--- src/sv/f32c_pkg.sv ---
// ----------------------------------------------------------------------------
// f32c_pkg
// Shared types and constants for the Fletcher-32 checksum block.
// ----------------------------------------------------------------------------
package f32c_pkg;

   localparam int WORD_W      = 16;
   localparam int SUM_W       = 32;
   localparam int FOLD_W      = 17;
   localparam int QUEUE_DEPTH = 4;
   localparam int QPTR_W      = $clog2(QUEUE_DEPTH);

   // One classified word on its way from the front to the back
   typedef struct packed {
      logic [WORD_W-1:0] word;
      logic              last;
      logic              fold;
   } entry_type;

endpackage

--- src/sv/f32c_front.sv ---
// ----------------------------------------------------------------------------
// f32c_front
// Accepts input words, tracks the position in the current block and marks
// each word that closes a block or a message.
// ----------------------------------------------------------------------------
module f32c_front #(
   parameter int BLOCK_WORDS = 360
) (
   input  logic                     clock,
   input  logic                     reset,
   input  logic                     req_valid,
   input  logic [15:0]              req_word,
   input  logic                     req_last,
   output logic                     req_stall,
   input  logic                     queue_full,
   output logic                     push_valid,
   output f32c_pkg::entry_type      push_entry
);
   import f32c_pkg::*;

   localparam int POS_W = (BLOCK_WORDS > 1) ? $clog2(BLOCK_WORDS) : 1;

   logic [POS_W-1:0] pos_ff;
   logic [POS_W-1:0] pos_in;
   logic             accept;
   logic             fold;

   assign req_stall = queue_full;
   assign accept    = req_valid && !queue_full;
   assign fold      = req_last || (pos_ff == POS_W'(BLOCK_WORDS - 1));

   assign push_valid       = accept;
   assign push_entry.word  = req_word;
   assign push_entry.last  = req_last;
   assign push_entry.fold  = fold;

   always_comb begin
      pos_in = pos_ff;
      if (accept) begin
         pos_in = fold ? '0 : pos_ff + 1'b1;
      end
   end

   always_ff @(posedge clock) begin
      if (reset) begin
         pos_ff <= '0;
      end else begin
         pos_ff <= pos_in;
      end
   end

endmodule

--- src/sv/f32c_queue.sv ---
// ----------------------------------------------------------------------------
// f32c_queue
// Short flip-flop queue that decouples the front from the back.
// ----------------------------------------------------------------------------
module f32c_queue (
   input  logic                clock,
   input  logic                reset,
   input  logic                push_valid,
   input  f32c_pkg::entry_type push_entry,
   output logic                full,
   output logic                pop_valid,
   output f32c_pkg::entry_type pop_entry,
   input  logic                pop
);
   import f32c_pkg::*;

   entry_type         mem_ff [QUEUE_DEPTH];
   logic [QPTR_W-1:0] wr_ptr_ff, wr_ptr_in;
   logic [QPTR_W-1:0] rd_ptr_ff, rd_ptr_in;
   logic [QPTR_W:0]   count_ff, count_in;

   assign full      = (count_ff == (QPTR_W+1)'(QUEUE_DEPTH));
   assign pop_valid = (count_ff != '0);
   assign pop_entry = mem_ff[rd_ptr_ff];

   always_comb begin
      wr_ptr_in = push_valid ? wr_ptr_ff + 1'b1 : wr_ptr_ff;
      rd_ptr_in = pop ? rd_ptr_ff + 1'b1 : rd_ptr_ff;
      count_in  = count_ff;
      if (push_valid && !pop) begin
         count_in = count_ff + 1'b1;
      end else if (!push_valid && pop) begin
         count_in = count_ff - 1'b1;
      end
   end

   always_ff @(posedge clock) begin
      if (push_valid) begin
         mem_ff[wr_ptr_ff] <= push_entry;
      end
   end

   always_ff @(posedge clock) begin
      if (reset) begin
         wr_ptr_ff <= '0;
         rd_ptr_ff <= '0;
         count_ff  <= '0;
      end else begin
         wr_ptr_ff <= wr_ptr_in;
         rd_ptr_ff <= rd_ptr_in;
         count_ff  <= count_in;
      end
   end

endmodule

--- src/sv/f32c_back.sv ---
// ----------------------------------------------------------------------------
// f32c_back
// Runs the two sums, folds at block and message ends, and drives the result
// through a pending stage (final fold) and the output register.
// ----------------------------------------------------------------------------
module f32c_back (
   input  logic                clock,
   input  logic                reset,
   input  logic                pop_valid,
   input  f32c_pkg::entry_type pop_entry,
   output logic                pop,
   output logic                rsp_valid,
   output logic [31:0]         rsp_checksum,
   input  logic                rsp_stall
);
   import f32c_pkg::*;

   function automatic logic [FOLD_W-1:0] fold16(input logic [SUM_W-1:0] v);
      return {1'b0, v[15:0]} + {1'b0, v[31:16]};
   endfunction

   logic [SUM_W-1:0]  first_ff, first_in;
   logic [SUM_W-1:0]  second_ff, second_in;
   logic [SUM_W-1:0]  first_add, second_add;
   logic [SUM_W-1:0]  first_fold, second_fold;
   logic              pend_valid_ff, pend_valid_in;
   logic [FOLD_W-1:0] pend_first_ff, pend_second_ff;
   logic              rsp_valid_ff, rsp_valid_in;
   logic [31:0]       rsp_checksum_ff;
   logic              rsp_load;
   logic              pend_free;
   logic [15:0]       fin_first, fin_second;

   assign rsp_load  = pend_valid_ff && (!rsp_valid_ff || !rsp_stall);
   assign pend_free = !pend_valid_ff || rsp_load;
   assign pop       = pop_valid && (!pop_entry.last || pend_free);

   always_comb begin
      first_add  = first_ff + SUM_W'(pop_entry.word);
      second_add = second_ff + first_ff + SUM_W'(pop_entry.word);
      first_fold  = pop_entry.fold ? SUM_W'(fold16(first_add)) : first_add;
      second_fold = pop_entry.fold ? SUM_W'(fold16(second_add)) : second_add;

      first_in  = first_ff;
      second_in = second_ff;
      if (pop) begin
         // drop the sums once the message closes
         first_in  = pop_entry.last ? '0 : first_fold;
         second_in = pop_entry.last ? '0 : second_fold;
      end

      pend_valid_in = pend_valid_ff;
      if (pop && pop_entry.last) begin
         pend_valid_in = 1'b1;
      end else if (rsp_load) begin
         pend_valid_in = 1'b0;
      end

      rsp_valid_in = rsp_valid_ff;
      if (rsp_load) begin
         rsp_valid_in = 1'b1;
      end else if (!rsp_stall) begin
         rsp_valid_in = 1'b0;
      end

      fin_first  = pend_first_ff[15:0] + 16'(pend_first_ff[16]);
      fin_second = pend_second_ff[15:0] + 16'(pend_second_ff[16]);
   end

   always_ff @(posedge clock) begin
      if (pop && pop_entry.last) begin
         pend_first_ff  <= first_fold[FOLD_W-1:0];
         pend_second_ff <= second_fold[FOLD_W-1:0];
      end
      if (rsp_load) begin
         rsp_checksum_ff <= {fin_second, fin_first};
      end
   end

   always_ff @(posedge clock) begin
      if (reset) begin
         first_ff      <= '0;
         second_ff     <= '0;
         pend_valid_ff <= 1'b0;
         rsp_valid_ff  <= 1'b0;
      end else begin
         first_ff      <= first_in;
         second_ff     <= second_in;
         pend_valid_ff <= pend_valid_in;
         rsp_valid_ff  <= rsp_valid_in;
      end
   end

   assign rsp_valid    = rsp_valid_ff;
   assign rsp_checksum = rsp_checksum_ff;

endmodule

--- src/sv/fletcher32_checksum_top.sv ---
// ----------------------------------------------------------------------------
// fletcher32_checksum_top
// Fletcher-32 checksum over a stream of 16-bit words, deferred-fold form.
//
//   channel  direction  handshake           payload
//   req      in         req_valid/req_stall  req_word[15:0], req_last
//   rsp      out        rsp_valid/rsp_stall  rsp_checksum[31:0]
//
// One word is taken every cycle while req_stall is low; the accumulator loop
// adds each popped word into the registered sums. After the last word is
// accepted, the result passes the queue write, pending stage and output register.
// Synchronous reset clears the sums, block position, queue and valid flags.
// A stalled result holds; the four-entry queue and pending stage keep input
// flowing until they fill, then req_stall rises.
// ----------------------------------------------------------------------------
module fletcher32_checksum_top #(
   parameter int BLOCK_WORDS = 360
) (
   input  logic        clock,
   input  logic        reset,
   input  logic        req_valid,
   input  logic [15:0] req_word,
   input  logic        req_last,
   output logic        req_stall,
   output logic        rsp_valid,
   output logic [31:0] rsp_checksum,
   input  logic        rsp_stall
);
   import f32c_pkg::*;

   logic      queue_full;
   logic      push_valid;
   entry_type push_entry;
   logic      pop_valid;
   entry_type pop_entry;
   logic      pop;

   f32c_front #(.BLOCK_WORDS(BLOCK_WORDS)) u_front (
      .clock      (clock),
      .reset      (reset),
      .req_valid  (req_valid),
      .req_word   (req_word),
      .req_last   (req_last),
      .req_stall  (req_stall),
      .queue_full (queue_full),
      .push_valid (push_valid),
      .push_entry (push_entry)
   );

   f32c_queue u_queue (
      .clock      (clock),
      .reset      (reset),
      .push_valid (push_valid),
      .push_entry (push_entry),
      .full       (queue_full),
      .pop_valid  (pop_valid),
      .pop_entry  (pop_entry),
      .pop        (pop)
   );

   f32c_back u_back (
      .clock        (clock),
      .reset        (reset),
      .pop_valid    (pop_valid),
      .pop_entry    (pop_entry),
      .pop          (pop),
      .rsp_valid    (rsp_valid),
      .rsp_checksum (rsp_checksum),
      .rsp_stall    (rsp_stall)
   );

endmodule

--- config.mk ---
export PLATFORM = sky130hd
export DESIGN_NAME = fletcher32_checksum_top
export DESIGN_NICKNAME = d
export VERILOG_FILES = /design/src/sv/f32c_pkg.sv /design/src/sv/f32c_front.sv /design/src/sv/f32c_queue.sv /design/src/sv/f32c_back.sv /design/src/sv/fletcher32_checksum_top.sv
export SDC_FILE = /design/constraint.sdc
export NUM_CORES = 1
export LEC_CHECK = 0
export ABC_AREA = 1
export BUFFER_PORTS_ARGS = -buffer_cell sky130_fd_sc_hd__buf_2
export CAP_MARGIN = 15
export CORE_MARGIN = 5
export CORE_UTILIZATION = 35
export CTS_CLUSTER_DIAMETER = 60
export DETAILED_ROUTE_END_ITERATION = 7
export PLACE_DENSITY = 0.51
export REMOVE_ABC_BUFFERS = 1
export SETUP_SLACK_MARGIN = 0.05
export SLEW_MARGIN = 20
export SYNTH_ARGS = -nofsm -noshare
export SYNTH_HDL_FRONTEND = slang
export SYNTH_SLANG_ARGS = --single-unit
export TNS_END_PERCENT = 50
--- constraint.sdc ---
create_clock -name clock -period 6 [get_ports clock]
set_clock_uncertainty 0.1 [all_clocks]
set_input_delay 0 -clock clock [delete_from_list [all_inputs] [get_ports clock]]
set_output_delay 0 -clock clock [all_outputs]
set_load 0.02 [all_outputs]
Yosys cells after proc, flatten, opt, wreduce, memory -nomap -nowiden:

Memories as Yosys holds them, arrays and structs flattened. A register that Yosys moved wholly into a read port is not among the register bits.
Index checks and enable logic that the tools add are counted.

* memories: 1
* word-level logic and storage cells: 62
* register bits after elaboration: 148
* memory bits (writable): 72
* output and inout port bits: 34
* bits of input ports: 21

Memories
* u_queue.mem_ff: words 4, bits a word 18, rd ports 1, clocked after Yosys merged registers in 1, write ports 1, line f32c_queue.sv:17 `entry_type mem_ff [QUEUE_DEPTH];`

* eq/ne operators: 3
* reduce and logical (&&, ||, !) cells: 20
* $add $sub $neg: 12
* mux-type cells: 15

Operator list (number)
* two-way mux 32 bit: 4
* adder 32 x 16 -> 32 bit: 2
* adder 16 x 16 -> 17 bit: 2
* adder 16 x 1 -> 16 bit: 2
* adder 32 bit: 1
* adder 9 x 1 -> 9 bit (second input constant): 1
* equality test 9 bit (second input constant): 1
* two-way mux 9 bit: 1
* zero test 1 bit: 7
* logical AND 1 bit: 6
* two-way mux 1 bit: 6
* two-way mux 3 bit: 2
* adder 2 x 1 -> 2 bit (second input constant): 2
* logical OR 1 bit: 4
* two-way mux 2 bit: 2
* nonzero test 2 bit: 2
* adder 3 x 1 -> 3 bit (second input constant): 1
* equality test 3 bit (second input constant): 1
* nonzero test 3 bit: 1
* subtractor 3 x 1 -> 3 bit (second input constant): 1
* != test 2 x 1 -> 1 bit (second input constant): 1

Longest topological paths before layout:

* depth after elaboration: 9
* depth in mapped cells: 34
* mapped depth without buffers: 32

Hierarchy:

A second synthesis with hierarchy kept.

* cells, all modules: 2133
* area, all modules: 15667.5 sq um

Modules (own cells, without submodules)
* f32c_back: area each 11863.9 sq um, times used 1, cells an instance 1807, sequential area each 3303.2 sq um
* f32c_queue: area each 3155.5 sq um, times used 1, cells an instance 233, sequential area each 2342.2 sq um
* f32c_front: area each 648.1 sq um, times used 1, cells an instance 93, sequential area each 180.2 sq um

Worst setup path after synthesis:

No wires, ideal clock.

* path type: register to register
* from: register with a tool-made name
* to: register u_back.pend_second_ff[11] (data pin)
* path slack: 1.770 ns
* arrival: 3.875 ns
* setup time: 0.255 ns
* buffers on the path: 1
* stages on the path, launching flop included: 29
* required time: 5.645 ns
* clock period less this slack: 4.230 ns
* cells stage by stage: dfxtp_1 -> inv_1 -> clkbuf_1 -> a32oi_1 -> fa_1 -> ha_1 -> inv_1 -> fa_1 -> inv_1 -> nand3_1 -> nand2_1 -> nand2_1 -> nand2_2 -> nand2_1 -> nand2_1 -> nand2_1 -> nand2_1 -> nand2_1 -> and2_1 -> ha_1 -> nand2_1 -> inv_1 -> a21oi_1 -> nand2_1 -> nand2_1 -> nand2_1 -> nand2_1 -> nand3_1 -> and2_1

RTL lines
* end signal: assignment: line f32c_back.sv:73 `pend_second_ff <= second_fold[FOLD_W-1:0];`
* end: declaration: line f32c_back.sv:27 `logic [FOLD_W-1:0] pend_first_ff, pend_second_ff;`

==> flow_metrics.tcl <==
set metrics [dict create \
    die_h_um 220 \
    synthArstFlopShare_pct 0 \
    clock_sinks 222 \
    synth.avg_cell_area_sq_um 7.35 \
    r2r_slack_ns 0.71 \
    initial_core_util_pct 35.1 \
    antenna_found_initial 0 \
    synth_edf_count 138 \
    grt_pass1_wl_um 69800 \
    synth_area_leaders "edfxtp_1, nand2_1, dfxtp_1, ha_1, inv_1" \
    arrival_ns 5.66 \
    synth_top_family_by_area "simple AND/OR/NAND/NOR gates" \
    synth.cell_area_sq_um 15400 \
    yosysUniqueCellTypes 47 \
    insertion_delay_ns 0.54 \
    synth-xor-area-share_pct 3.29 \
    syn_inst 2097 \
    nFillCells 4691 \
    synth_fa_ha_area_share_pct 11.1 \
    synthSimpleGateAreaFrac_pct 30.7 \
    p_leak_nw 8.58 \
    synth_seq_cells 222 \
    cp-start-kind "register" \
    drtIter0Drc 756 \
    cp-end-kind "register" \
    ys_warn_count 0 \
    regArea_sq_um 5830 \
    core_sq_um 43900 \
    slew_viol_final 0 \
    rsz0062_at_grt "false" \
    ant_nets 0 \
    finalWeightedCongestion 0.974 \
    tns_ns 0 \
    hold_viol 0 \
    cts_max_path_buffers 3 \
    setup.worst_path.class "reg2reg" \
    holdCritPathClass "in2reg" \
    synth_compound_area_share_pct 7.25 \
    dieArea_sq_um 48400 \
    area_growth_pct 15.0 \
    finalWorstSetupSlack_ns 0.709 \
    drv_cap 0 \
    viasPerCell 4.75 \
    num-nets-final 2326 \
    relSlewSlack_pct 29.2 \
    fin_crit_ns 5.29 \
    die_width_um 220 \
    post-place-ws_ns 0.519 \
    vias 13300 \
    seq_area_frac_synth_pct 37.8 \
    grt_usage_pct 18.7 \
    io_pins 55 \
    yosysTopAreaCell "edfxtp_1" \
    cp_max_fo 14 \
    whs_ns 0.109 \
    wirelength_um 45200 \
    clockRootBuffer "clkbuf_16" \
    max_slew.worst_pin.slew_ns 1.06 \
    ys.flop_type "edfxtp_1" \
    overflow 0 \
    cts_tree "done" \
    finalInstanceArea_sq_um 17700 \
    max_freq_mhz 189 \
    required_ns 6.37 \
    route.detailed.drc 0 \
    run_status "complete, no violations" \
    place_area_sq_um 16300 \
    total_power_mw 10.1 \
    insertedDiodeCount 0 \
    place_hpwl_um 35100 \
    period_share_pct 88.2 \
    drt-wirelength-per-cell_um 16.2 \
    h-tree-depth 2 \
    setup_viol 0 \
    vdd_ir_drop_max_mv 0.299 \
    drive_above_1_share_pct 7.25 \
    grt_pass1_vias 12700 \
    synth_top_area_share_pct 26.9 \
    powerDensity_nw_per_um2 571 \
    synth_mux_area_share_pct 0 \
    multi_input_area_sq_um 8100 \
    firstDrtPassIters 6 \
    grt_max_degree 67 \
    port_buffers 54 \
    cts_buffers 34 \
    cts.clk_slew.worst_paths_ns 0.06 \
    cts_setup_buffers 0 \
    rows 77 \
]
routing by layer:
metal	routed length, um	global-route usage [%]	vias to the layer above
met5	0	0	-
met4	1020	5.12	0
met3	1910	2.56	53
met2	21000	31.2	238
met1	21300	25.4	6134
li1	-	-	6882
timing repair:
item,4_1_cts,5_1_grt
gates resized for setup,0,1
setup endpoints to repair,0,1
hold endpoints to repair,102,0
hold buffers,20,0
report_power, final:
group | internal (mW) | switching (mW) | total, mW
Clock | 1.27 | 0.785 | 2.05
Sequential | 2.17 | 0.225 | 2.40
Combinational | 1.83 | 3.85 | 5.68
stage by stage:
stage / util, % / std cells
floorplan: - / 2058
detailed placement: 37.2 / 2716
CTS: 40.3 / 2798
global route: 40.4 / 2799
finish: 40.4 / 2799
global placement: 37.1 / 2715
worst paths after layout:
kind                startpoint              endpoint  depth (start not counted)
max                   register  u_back.second_ff[12]                         26
min reg2reg  u_front.pos_ff[8]     u_front.pos_ff[8]                          1
max reg2reg           register  u_back.second_ff[12]                         26
min                req_word[7]  u_queue.mem_ff[1][9]                          2
flip-flops by register name, summed over array words and instances, names as in the netlist, named ones only:
signal                 cells
u_queue.mem_ff            72
u_back.first_ff           32
u_back.rsp_checksum       32
u_back.second_ff          32
u_back.pend_first_ff      17
u_back.pend_second_ff     17
u_front.pos_ff             9
u_queue.count_ff           3
u_queue.rd_ptr_ff          2
u_queue.wr_ptr_ff          2
u_back.pend_valid_ff       1
u_back.rsp_valid           1
cells in the final DEF (no fill, tap or decap), types with 3 or more instances in the layout:
cell,synthesis,routed
buf_2,13,54
o21a_1,5,5
inv_8,0,4
bufinv_16,0,3
nor2_4,0,3
clkinv_2,0,3
a21oi_1,135,135
nand4_1,15,15
nand3_2,4,4
nand3b_1,17,17
clkbuf_8,0,3
o21ai_1,7,7
o21ai_0,24,24
dfxtp_1,84,83
o22ai_1,9,9
xor2_1,36,36
clkbuf_1,16,6
buf_4,0,11
inv_6,1,6
edfxtp_1,138,138
nand3_1,155,155
fa_1,21,21
dlygate4sd3_1,0,20
nor2_1,126,124
a32oi_1,7,7
and2_1,44,44
inv_2,5,5
clkbuf_16,0,35
o21bai_1,3,3
inv_1,338,338
nor3_2,9,9
nand2_1,703,703
ha_1,103,103
xnor2_1,20,20
nand2_2,3,3
nor3_1,21,21
synth_stat cells (3+ instances only):
cell	instances
a21oi_1	135
a32oi_1	7
and2_1	44
buf_2	13
buf_6	9
clkbuf_1	16
dfxtp_1	84
edfxtp_1	138
fa_1	21
ha_1	103
inv_1	338
inv_2	5
nand2_1	703
nand2_2	3
nand3_1	155
nand3_2	4
nand3b_1	17
nand4_1	15
nor2_1	126
nor3_1	21
nor3_2	9
o21a_1	5
o21ai_0	24
o21ai_1	7
o21ai_2	3
o21bai_1	3
o22ai_1	9
xnor2_1	20
xor2_1	36
logic make-up (layout without fill, tap and decap cells):
logic type / Yosys count / in the layout
compound gates: 203 / 203
xor+xnor: 57 / 57
fa+ha+maj: 124 / 124
simple gates: 1108 / 1108
buf+inv: 383 / 493
flops: 222 / 222
area by class of cell:
type                            count  share of cell area (%)
Sequential cell                   222                    32.8
Clock inverter                     18                    1.30
Tap cell                          592                    4.18
Timing Repair Buffer               87                    3.43
Inverter                          344                    7.31
Multi-Input combinational cell   1492                    45.6
Clock buffer                       44                    5.30
worst max-delay path, stage by stage, from the launching register on:
cell and delay, ns:
dfxtp_1 0.31, inv_1 0.35, buf_4 0.28, o21ai_0 0.11
o22ai_1 0.42, fa_1 0.51, ha_1 0.39, nand2_1 0.16
nor2_1 0.22, and2_1 0.16, nand2_1 0.08, nand2_1 0.18
nand2_1 0.11, nand3b_1 0.11, and2_1 0.28, ha_1 0.34
nand2_1 0.11, inv_1 0.07, a21oi_1 0.14, nand2_1 0.10
nand2_1 0.15, nand2_1 0.07, nand2_1 0.06, nand3_1 0.06
nand2_1 0.13, nand2_1 0.06, a21oi_1 0.15
(Power assumes the default switching activity.)
